File: src/design/stk_pkg.sv
// Package with character codes, item kinds and widths for the statement tokenizer.
`default_nettype none

package stk_pkg;

    localparam int unsigned BYTE_W = 8;
    localparam int unsigned CAP_W  = 13;
    localparam int unsigned LEN_W  = 12;
    localparam int unsigned CONS_W = 16;

    localparam logic [CAP_W-1:0] CAP_RESET = 13'd512;
    localparam logic [CAP_W-1:0] CAP_MAX   = 13'd4096;

    localparam logic [BYTE_W-1:0] CH_HASH  = 8'h23;
    localparam logic [BYTE_W-1:0] CH_BSL   = 8'h5C;
    localparam logic [BYTE_W-1:0] CH_SEMI  = 8'h3B;
    localparam logic [BYTE_W-1:0] CH_SPACE = 8'h20;
    localparam logic [BYTE_W-1:0] CH_TAB   = 8'h09;
    localparam logic [BYTE_W-1:0] CH_CR    = 8'h0D;
    localparam logic [BYTE_W-1:0] CH_LF    = 8'h0A;

    typedef enum logic {
        KIND_CHAR = 1'b0,
        KIND_END  = 1'b1
    } t_kind;

endpackage

`default_nettype wire

File: src/design/statement_tokenizer.sv
// Top level of the statement tokenizer: per-byte state update and registered result.
//
//   channel   direction  handshake                 payload
//   in        request    i_in_valid / o_in_ready   i_data_byte
//   out       result     o_out_valid / i_out_ready o_out_kind, o_out_char, o_stmt_length,
//                                                  o_consumed
//   cfg       write      i_cfg_we                  i_cfg_wdata (capacity)
//
// One request is taken per cycle while the output is not stalled; its result, if any,
// appears in the cycle after it is taken. The only path from request to result is the flag update and a 12-bit compare
// against the character limit held in a register.
// Reset is synchronous and active low; it clears the flags, counters and output valid.
// A request is still taken while the output is stalled if the waiting result leaves
// in the same cycle.
`default_nettype none

module statement_tokenizer #(
    parameter int unsigned COUNT_WIDTH = 16
) (
    input  wire logic                          i_clk,
    input  wire logic                          i_rst_n,
    input  wire logic                          i_cfg_we,
    input  wire logic [stk_pkg::CAP_W-1:0]     i_cfg_wdata,
    input  wire logic                          i_in_valid,
    output logic                               o_in_ready,
    input  wire logic [stk_pkg::BYTE_W-1:0]    i_data_byte,
    output logic                               o_out_valid,
    input  wire logic                          i_out_ready,
    output logic                               o_out_kind,
    output logic [stk_pkg::BYTE_W-1:0]         o_out_char,
    output logic [stk_pkg::LEN_W-1:0]          o_stmt_length,
    output logic [stk_pkg::CONS_W-1:0]         o_consumed
);

    localparam int unsigned EXT_W = (COUNT_WIDTH > stk_pkg::CONS_W) ? COUNT_WIDTH
                                                                    : stk_pkg::CONS_W;

    logic                        r_line_start, n_line_start;
    logic                        r_in_comment, n_in_comment;
    logic                        r_escape, n_escape;
    logic [stk_pkg::LEN_W-1:0]   r_char_count, n_char_count;
    logic [COUNT_WIDTH-1:0]      r_byte_count, n_byte_count;
    logic [stk_pkg::LEN_W-1:0]   r_char_limit, n_char_limit;

    logic                        r_out_valid;
    stk_pkg::t_kind              r_out_kind, n_out_kind;
    logic [stk_pkg::BYTE_W-1:0]  r_out_char, n_out_char;
    logic [stk_pkg::LEN_W-1:0]   r_stmt_length, n_stmt_length;
    logic [stk_pkg::CONS_W-1:0]  r_consumed, n_consumed;

    logic                        accept;
    logic                        is_break;
    logic                        want_char;
    logic [stk_pkg::BYTE_W-1:0]  char_val;
    logic                        has_result;
    logic [COUNT_WIDTH-1:0]      inc_count;
    logic [EXT_W-1:0]            count_ext;

    assign o_in_ready = !r_out_valid || i_out_ready;
    assign accept     = i_in_valid && o_in_ready;
    assign is_break   = (i_data_byte == stk_pkg::CH_CR) || (i_data_byte == stk_pkg::CH_LF);

    // Clamp the capacity to 1..4096 and keep capacity minus one.
    always_comb begin
        if (i_cfg_wdata == '0) begin
            n_char_limit = '0;
        end else if (i_cfg_wdata > stk_pkg::CAP_MAX) begin
            n_char_limit = stk_pkg::LEN_W'(stk_pkg::CAP_MAX - 13'd1);
        end else begin
            n_char_limit = stk_pkg::LEN_W'(i_cfg_wdata - 13'd1);
        end
    end

    always_comb begin
        inc_count = (r_byte_count == '1) ? r_byte_count : r_byte_count + 1'b1;
        count_ext = EXT_W'(inc_count);

        n_line_start  = r_line_start;
        n_in_comment  = r_in_comment;
        n_escape      = r_escape;
        n_char_count  = r_char_count;
        n_byte_count  = inc_count;
        want_char     = 1'b0;
        char_val      = i_data_byte;
        has_result    = 1'b0;
        n_out_kind    = stk_pkg::KIND_CHAR;
        n_out_char    = '0;
        n_stmt_length = '0;
        n_consumed    = '0;

        if (r_in_comment) begin
            if (is_break) begin
                n_in_comment = 1'b0;
                n_line_start = 1'b1;
            end
        end else if (r_escape) begin
            n_escape  = 1'b0;
            want_char = 1'b1;
        end else if (i_data_byte == stk_pkg::CH_BSL) begin
            n_escape = 1'b1;
        end else if (r_line_start && i_data_byte == stk_pkg::CH_HASH) begin
            n_in_comment = 1'b1;
            n_line_start = 1'b0;
        end else if (r_line_start && (i_data_byte == stk_pkg::CH_SPACE ||
                                      i_data_byte == stk_pkg::CH_TAB)) begin
            n_line_start = 1'b1;
        end else if (is_break) begin
            want_char    = !r_line_start;
            char_val     = stk_pkg::CH_SPACE;
            n_line_start = 1'b1;
        end else if (i_data_byte == stk_pkg::CH_SEMI) begin
            has_result    = 1'b1;
            n_out_kind    = stk_pkg::KIND_END;
            n_stmt_length = r_char_count;
            if (count_ext > EXT_W'(17'h0FFFF)) begin
                n_consumed = '1;
            end else begin
                n_consumed = count_ext[stk_pkg::CONS_W-1:0];
            end
            n_line_start  = 1'b1;
            n_in_comment  = 1'b0;
            n_escape      = 1'b0;
            n_char_count  = '0;
            n_byte_count  = '0;
        end else begin
            n_line_start = 1'b0;
            want_char    = 1'b1;
        end

        if (want_char && (r_char_count < r_char_limit)) begin
            has_result   = 1'b1;
            n_out_char   = char_val;
            n_char_count = r_char_count + 1'b1;
        end
    end

    always_ff @(posedge i_clk) begin
        if (!i_rst_n) begin
            r_line_start <= 1'b1;
            r_in_comment <= 1'b0;
            r_escape     <= 1'b0;
            r_char_count <= '0;
            r_byte_count <= '0;
            r_char_limit <= stk_pkg::LEN_W'(stk_pkg::CAP_RESET - 13'd1);
            r_out_valid  <= 1'b0;
        end else begin
            if (i_cfg_we) begin
                r_char_limit <= n_char_limit;
            end
            if (accept) begin
                r_line_start <= n_line_start;
                r_in_comment <= n_in_comment;
                r_escape     <= n_escape;
                r_char_count <= n_char_count;
                r_byte_count <= n_byte_count;
                r_out_valid  <= has_result;
            end else if (i_out_ready) begin
                r_out_valid  <= 1'b0;
            end
        end
    end

    always_ff @(posedge i_clk) begin
        if (accept && has_result) begin
            r_out_kind    <= n_out_kind;
            r_out_char    <= n_out_char;
            r_stmt_length <= n_stmt_length;
            r_consumed    <= n_consumed;
        end
    end

    assign o_out_valid   = r_out_valid;
    assign o_out_kind    = r_out_kind;
    assign o_out_char    = r_out_char;
    assign o_stmt_length = r_stmt_length;
    assign o_consumed    = r_consumed;

endmodule

`default_nettype wire

File: config.mk
export PLATFORM = sky130hd
export DESIGN_NAME = statement_tokenizer
export DESIGN_NICKNAME = d
export VERILOG_FILES = /design/src/design/stk_pkg.sv /design/src/design/statement_tokenizer.sv
export SDC_FILE = /design/constraint.sdc
export NUM_CORES = 1
export LEC_CHECK = 0
export BUFFER_PORTS_ARGS = -buffer_cell sky130_fd_sc_hd__buf_2
export CORE_ASPECT_RATIO = 1.75
export CORE_MARGIN = 2
export CORE_UTILIZATION = 35
export DETAILED_ROUTE_END_ITERATION = 10
export PLACE_DENSITY = 0.55
export SLEW_MARGIN = 25
export SYNTH_ARGS = -nofsm -noshare
export SYNTH_HDL_FRONTEND = slang
export SYNTH_SLANG_ARGS = --single-unit
export TNS_END_PERCENT = 1
File: constraint.sdc
create_clock -name i_clk -period 9 [get_ports i_clk]
set_input_delay 2.7 -clock i_clk [delete_from_list [all_inputs] [get_ports i_clk]]
set_output_delay 2.7 -clock i_clk [all_outputs]
set_load 0.02 [all_outputs]
==> results of run 1 <==
-- synthesized netlist by cell type (5+ instances only) --
| cell type | number |
|---|---|
| a21oi_1 | 35 |
| a31oi_1 | 6 |
| and2_1 | 21 |
| and3_1 | 8 |
| clkbuf_1 | 20 |
| dfxtp_1 | 44 |
| edfxtp_1 | 37 |
| ha_1 | 15 |
| inv_1 | 22 |
| mux2i_1 | 5 |
| nand2_1 | 34 |
| nand2b_1 | 5 |
| nand3_1 | 16 |
| nand4_1 | 9 |
| nor2_1 | 62 |
| nor3_1 | 10 |
| nor4_1 | 7 |
| o211ai_1 | 7 |
| o21ai_0 | 31 |
| o221ai_1 | 5 |
| o31ai_1 | 5 |
| or3_1 | 8 |
| xnor2_1 | 9 |
| xor2_1 | 10 |
-- report_power, final --
group | internal (µW) | switching (µW)
sequential | 399 | 5.87
combinational | 28.2 | 53.1
clock | 240 | 143
-- state kept, by name (all words and copies together) (netlist names), 8 cells and up --
name / count
o_consumed: 16
o_stmt_length: 12
r_char_count: 12
r_char_limit: 12
r_byte_count: 16
o_out_char: 8
-- kinds of logic after synthesis --
logic type,count (synthesis),share of synthesized area
and+or+nand+nor,208,0.245
AOI/OAI and AO/OA,113,0.163
DFF,81,0.450
adders and majority gates,16,0.0446
xor gates and xnor gates,19,0.0376
buffers and inverters,49,0.0463
muxes,6,0.0138
-- final timing paths --
check                    from  cells past startpoint          endpoint  slack [ns]
max reg2reg   r_char_count[5]                      8  o_stmt_length[7]        5.58
max               i_out_ready                      3        o_in_ready        3.16
min          r_char_limit[11]                      2  r_char_limit[11]        0.47
min reg2reg  r_char_limit[11]                      2  r_char_limit[11]        0.47
-- layer usage --
layer  share of wire  global-route usage  vias to the layer above
met5               0                   0                        -
met4           0.032              0.0803                        0
met3           0.039              0.0287                       23
met2            0.56               0.307                       98
met1            0.37               0.170                     1812
li1                -                   -                     1889
-- per-stage QoR --
| step | cell area, µm² | total power [µW] |
|---|---|---|
| 3_3_place_gp | 4870 | 492 |
| 6_report | 5210 | 869 |
| 5_1_grt | 5210 | 902 |
| 4_1_cts | 5180 | 878 |
| 2_1_floorplan | 4430 | 463 |
| 3_5_place_dp | 4870 | 493 |
-- worst min-delay path: stages (launching register included) --
cell	delay [ns]
dfxtp_1	0.31
nand2b_1	0.06
a21oi_1	0.06
-- layout make-up --
class	count	area share
clock buffers	9	0.0432
clock inverters	7	0.0163
inverters	23	0.0175
multi-input cells	362	0.429
flip-flops and latches	81	0.382
well taps	168	0.0403
repair buffers	68	0.0711
==> flow_summary.yaml, run 1 <==
routing:
  vias: 3822
  viasPerCell: 5.32
  drc_errors: 0
  routed_wl_mm: 10.7
  post_drt_wl_per_cell_um: 14.9
  drt_iter0_markers: 155
  dr.pass1.iters: 4
  ant_nets: 0
yosys:
  yosys.area.top_type: "edfxtp_1"
  synth_seq_cells: 81
  synth_top_area_share: 0.251
  netlist_instances: 492
  ys_seq_area_frac: 0.450
  ys_top_cells_by_area: "edfxtp_1 (25%), dfxtp_1 (20%), nor2_1 (5.3%)"
  syn-num-nets: 533
  avgSynthCellArea_um2: 9.00
  post_synth_num_cell_types: 62
  async_flop_share: 0
  synth_edf_count: 37
  ys_warn_count: 0
  syn_area_um2: 4430
  synth-main-ff-cell: "dfxtp_1"
pwr:
  p_per_area_nw_per_um2: 167
  ir_worst_vdd_v: 0.0000878
  p_leak_uw: 0.00203
worst_setup_path:
  cp_slowest_cell: "nand2b_1"
  path_common_cell: "buf_2"
  worstSetupPathType: "primary input to primary output"
  cp.required_ns: 6.30
  critical-path-max-stage-delay_ns: 0.18
  cp_top_family: "buffers and inverters"
  critPathArrivalTime_ns: 3.14
  startpoint_type: "primary input"
  setup.worst_path.end_class: "primary output"
  worst-path-buf-inv: 2
  crit_path_cell_trace: "buf_2 > nand2b_1 > buf_2"
  cp_max_fo: 4
place:
  io_buffers: 64
  place.gp.congestion: 0.934
  post-place-ws_ns: 3.15
  dp_hpwl_mm: 7.93
  place_inst: 701
clock_network:
  clockRootBuffer: "clkbuf_16"
  cts_made_buffers: 9
  htreeDepth: 3
  cts_max_path_buffers: 2
  clkTransAtPathRegs_ns: 0.06
  clk_latency_ns: 0.33
  cts_tree: "done"
  cts_resized: 0
  cts.sinks: 81
  cts_setup_buffers: 0
  ctsHoldBuffers: 0
global_route:
  track_usage: 0.165
  grt_pass1_vias: 3814
  grt_max_degree: 39
  antenna_found_initial: 0
  globalRouteOverflowTotal: 0
  grt_pass1_wl_mm: 17.8
floorplanning:
  core_area_um2: 12400
  row_count: 54
  initial_core_util: 0.356
  chipWidth_um: 89.0
  die-area_um2: 13600
  die_y_um: 153
  ios: 65
sta:
  slew_violations: 0
  fin_crit_ns: 5.84
  rsz0062_at_grt: "no"
  fin_ws_ns: 3.16
  max_slew_margin: 0.305
  tns_ns: 0
  finalSetupViolations: 0
  worst_pin_slew_ns: 1.04
  skew_ns: 0.00358
  period_share: 0.649
  max_freq_mhz: 171
  fin_hold_ws_ns: 0.472
  final-hold-violation-count: 0
layout:
  final_util: 0.419
  multiInputGateArea_um2: 2240
  final_cell_mix: "buf_2 (64), nor2_1 (61), dfxtp_1 (44)"
  fillers: 1282
  area_growth_pct: 17.7
  final_common_cell: "buf_2"
  fin_nets: 586
  layout-drive-gt1-share: 0.167
  final_cells: 718
  antenna_cells: 0
  final-seq-area_um2: 1990
flow_run:
  drv_cap: 0
worst_hold_path:
  hold_path.class: "register to register"
run_status:
  outcome: "finished clean"
No activity file was read; power rests on OpenSTA's default activity.
==> run 2: changes to the inputs <==
ABC_AREA = 1   (was unset)
clock period = 5.4 ns   (was 9 ns; I/O delays follow)
==> run 2 against run 1 <==
Sequential power rose by 68%. Via count rose by 5.4%. Cell area grew 1.7%. Combinational power grew 70%. Global-route usage increased by 0.85 points. Flip-flop and latch count unchanged. Synthesized cell count rose by 19%. Cell count increased by 14%. Hold slack worse by 0.0018 ns. Largest cell class unchanged.
==> flow_summary.yaml, run 2 <==
pwr:
  p_per_area_nw_per_um2: 280
  ir_worst_vdd_v: 0.000134
  p_leak_uw: 0.00243
sta:
  fin_crit_ns: 3.95
  max_slew_margin: 0.528
  slew_violations: 0
  final-hold-violation-count: 0
  rsz0062_at_grt: "no"
  tns_ns: 0
  period_share: 0.731
  skew_ns: 0.00389
  max_freq_mhz: 253
  finalSetupViolations: 0
  worst_pin_slew_ns: 0.707
routing:
  top_layer_used: "met4"
  wl_met1_mm: 3.99
  viasPerCell: 4.91
  ant_nets: 0
  dr.pass1.iters: 4
  routed_wl_mm: 11.1
  met3_length_um: 352
  post_drt_wl_per_cell_um: 13.6
  drc_errors: 0
  drt_iter0_markers: 147
  wl_met2_mm: 6.31
  vias: 4029
yosys:
  synth_edf_count: 37
  post-synth-top-count-cell: "nand2_1"
  synth-main-ff-cell: "dfxtp_1"
  netlist_instances: 585
  ys_warn_count: 0
  syn_area_um2: 4490
  yosys.area.top_type: "edfxtp_1"
  syn-num-nets: 626
  ys_top_cells_by_area: "edfxtp_1 (25%), dfxtp_1 (20%), nand2_1 (11%)"
  ys_seq_area_frac: 0.443
  avgSynthCellArea_um2: 7.68
  synth_seq_cells: 81
  synth_top_area_share: 0.247
  async_flop_share: 0
  post_synth_num_cell_types: 38
  synth_common_cells: "nand2_1 (126), inv_1 (92), nor2_1 (58)"
clock_network:
  cts_tree: "done"
  ctsHoldBuffers: 0
  cts_setup_buffers: 0
  cts_resized: 0
  htreeDepth: 3
  cts_made_buffers: 9
  cts.sinks: 81
  clkTransAtPathRegs_ns: 0.06
  clk_latency_ns: 0.34
  clockRootBuffer: "clkbuf_16"
  cts_max_path_buffers: 2
place:
  place.gp.congestion: 0.889
  postPlaceCellArea_um2: 4970
  io_buffers: 64
  dp_hpwl_mm: 8.55
layout:
  fin_nets: 688
  final_common_cell: "nand2_1"
  area_growth_pct: 17.9
  fillers: 1293
  final_util: 0.424
  final_cell_mix: "nand2_1 (126), inv_1 (92), buf_2 (64)"
  layout-drive-gt1-share: 0.160
  antenna_cells: 0
  postLayoutCellArea_um2: 5300
worst_setup_path:
  startpoint_type: "primary input"
  worstSetupPathType: "primary input to register"
  cp.required_ns: 5.38
  cp_max_fo: 38
  setup.worst_path.end_class: "register"
  critPathArrivalTime_ns: 3.93
global_route:
  antenna_found_initial: 0
  track_usage: 0.174
  grt_max_degree: 39
  grt_pass1_vias: 4078
  globalRouteOverflowTotal: 0
  grt_pass1_wl_mm: 18.5
floorplanning:
  chipWidth_um: 89.7
  die_y_um: 154
  die-area_um2: 13800
  initial_core_util: 0.360
  core_area_um2: 12500
  ios: 65
  row_count: 54
run_status:
  outcome: "finished clean"
worst_hold_path:
  hold_path.class: "register to register"
flow_run:
  drv_cap: 0
run 2: cell type report:
type | instances | area [µm²] | share of cell area
multi-input cells | 392 | 2060 | 0.389
inverters | 95 | 357 | 0.0673
clock inverters | 6 | 91.3 | 0.0172
repair buffers | 68 | 350 | 0.0661
flip-flops and latches | 81 | 1990 | 0.376
well taps | 168 | 210 | 0.0397
clock buffers | 10 | 239 | 0.0451
run 2: logic make-up (layout without fill, tap and decap cells):
| family | Yosys count | count (layout) | synth area share |
|---|---|---|---|
| AOI/OAI and AO/OA | 95 | 95 | 0.124 |
| xor gates and xnor gates | 18 | 18 | 0.0351 |
| adders and majority gates | 15 | 15 | 0.0418 |
| buffers and inverters | 112 | 179 | 0.0983 |
| DFF | 81 | 81 | 0.443 |
| and+or+nand+nor | 264 | 264 | 0.257 |
run 2: worst max-delay path, cell delays in order:
cell and delay [ns]:
buf_2 0.07, inv_1 0.03, nand2_1 0.08, nand2_1 0.43, nor2_1 0.70, inv_1 0.39, nand2_1 0.15, buf_4 0.42
run 2: final timing paths:
path / cells after the start / startpoint / slack (ns) / end
worst min register to register: 2 / r_char_limit[6] / 0.47 / r_char_limit[6]
worst max register to register: 6 / o_out_valid / 2.49 / o_stmt_length[7]
worst min-delay path: 2 / r_char_limit[6] / 0.47 / r_char_limit[6]
worst max-delay path: 8 / i_out_ready / 1.45 / o_stmt_length[7]
run 2: where the power goes:
| group | switching (µW) | internal [µW] |
|---|---|---|
| sequential | 10.8 | 669 |
| clock | 249 | 419 |
| combinational | 96.6 | 41.3 |
run 2: metal layers:
metal,vias up,GRT usage
met2,101,0.330
met4,0,0.102
li1,2062,-
met1,1831,0.165
met3,35,0.0252
met5,-,0
run 2: stage by stage:
stage / setup WS [ns] / hold slack, ns / total power (µW) / std cells
4_1_cts: 1.45 / 0.473 / 1500 / 820
5_1_grt: 1.15 / 0.499 / 1540 / 820
6_report: 1.45 / 0.470 / 1490 / 820
2_1_floorplan: 1.83 / 0.439 / 783 / 585
3_3_place_gp: 1.20 / 0.453 / 830 / 804
3_5_place_dp: 1.10 / 0.463 / 833 / 804
==> run 3: changes to the inputs <==
ABC_AREA = 0   (was 1)
PLACE_DENSITY = 0.57   (was 0.55)
clock period = 3.58 ns   (was 5.4 ns; I/O delays follow)
==> run 3 against run 2 <==
Critical path depth stayed put. Total power is 45% higher. Cell area is 0.85% lower. Largest power group unchanged.
==> flow_summary.yaml, run 3 (synthesized netlist as in run 1, its figures left out) <==
layout:
  fin_nets: 594
  antenna_cells: 0
  area_growth_pct: 18.7
  fillers: 1278
  final_cell_mix: "buf_2 (64), nor2_1 (61), dfxtp_1 (44)"
  layout-drive-gt1-share: 0.179
  final_common_cell: "buf_2"
  multiInputGateArea_um2: 2240
  final-seq-area_um2: 1990
routing:
  routed_wl_mm: 10.5
  viasPerCell: 5.19
  drt_iter0_markers: 138
  ant_nets: 0
  post_drt_wl_per_cell_um: 14.4
  drc_errors: 0
  vias: 3767
  dr.pass1.iters: 5
place:
  place.gp.congestion: 0.846
  io_buffers: 64
  dp_hpwl_mm: 7.92
pwr:
  ir_worst_vdd_v: 0.000212
  p_per_area_nw_per_um2: 409
  p_total_uw: 2150
  p_leak_uw: 0.00207
global_route:
  track_usage: 0.160
  grt_pass1_vias: 3743
  grt_pass1_wl_mm: 17.4
  antenna_found_initial: 0
  globalRouteOverflowTotal: 0
  grt_max_degree: 29
floorplanning:
  die-area_um2: 13600
  core_area_um2: 12400
  row_count: 54
  chipWidth_um: 89.0
  die_y_um: 153
  initial_core_util: 0.356
  ios: 65
flow_run:
  drv_cap: 0
worst_setup_path:
  critPathArrivalTime_ns: 3.14
  worstSetupPathType: "primary input to register"
  cp.required_ns: 3.61
  crit_path_cell_trace: "buf_2 > or3b_1 > or3_4 > or3_1 > clkinv_4 > a21oi_4 > nor2_4 > buf_12"
  cp_max_fo: 28
  setup.worst_path.end_class: "register"
  cp_slowest_cell: "or3b_1"
  startpoint_type: "primary input"
  critical-path-max-stage-delay_ns: 0.44
clock_network:
  cts.sinks: 81
  clockRootBuffer: "clkbuf_16"
  clk_latency_ns: 0.34
  cts_setup_buffers: 0
  cts_max_path_buffers: 2
  clkTransAtPathRegs_ns: 0.05
  cts_resized: 0
  htreeDepth: 3
  cts_tree: "done"
  cts_made_buffers: 9
  ctsHoldBuffers: 0
sta:
  slew_violations: 0
  max_slew_margin: 0.505
  finalSetupViolations: 0
  final-hold-violation-count: 0
  skew_ns: 0.00868
  fin_crit_ns: 3.11
  period_share: 0.868
  worst_pin_slew_ns: 0.739
  rsz0062_at_grt: "no"
  tns_ns: 0
  max_freq_mhz: 322
run_status:
  outcome: "finished clean"
worst_hold_path:
  hold_path.class: "register to register"
-- run 3: critical path: cells and delay by family --
kind | cells | cell delay (ns)
compound gates | 1 | 0.08
simple gates | 4 | 1.43
buf+inv | 3 | 0.52
-- run 3: layer usage --
metal  up-vias  track usage  wire [µm]
li1       1913            -          -
met2        77        0.306       5940
met4         0       0.0675        229
met5         -            0          0
met3        16       0.0260        351
met1      1761        0.163       3960
-- run 3: area by class of cell --
| class | instances | area share |
|---|---|---|
| Inverter | 23 | 0.0174 |
| Tap cell | 168 | 0.0400 |
| Multi-Input combinational cell | 362 | 0.426 |
| Sequential cell | 81 | 0.379 |
| Timing Repair Buffer | 76 | 0.0805 |
| Clock buffer | 13 | 0.0495 |
| Clock inverter | 3 | 0.00762 |
-- run 3: per-stage QoR --
stage / instance area, µm² / util / instances / setup slack [ns] / hold WS (ns)
2_1_floorplan: 4440 / - / 492 / 0.167 / 0.440
3_3_place_gp: 4950 / 0.399 / 710 / 0.181 / 0.459
3_5_place_dp: 4950 / 0.399 / 710 / 0.133 / 0.466
4_1_cts: 5260 / 0.423 / 726 / 0.489 / 0.481
5_1_grt: 5260 / 0.423 / 726 / 0.401 / 0.502
6_report: 5260 / 0.423 / 726 / 0.471 / 0.473
-- run 3: report_power, final --
group	leakage [µW]	total (µW)	switching, µW	internal, µW
clock network	0.000150	924	348	576
registers	0.000734	1020	15.4	1000
logic	0.00118	206	133	73.3
-- run 3: path summary, 6_finish.rpt --
path / slack, ns / from / cells past startpoint / end
hold / removal: 0.47 / r_char_limit[5] / 2 / r_char_limit[5]
hold reg to reg: 0.47 / r_char_limit[5] / 2 / r_char_limit[5]
setup reg to reg: 1.06 / r_char_count[5] / 9 / r_char_count[3]
setup / recovery: 0.47 / i_data_byte[2] / 8 / o_out_char[4]
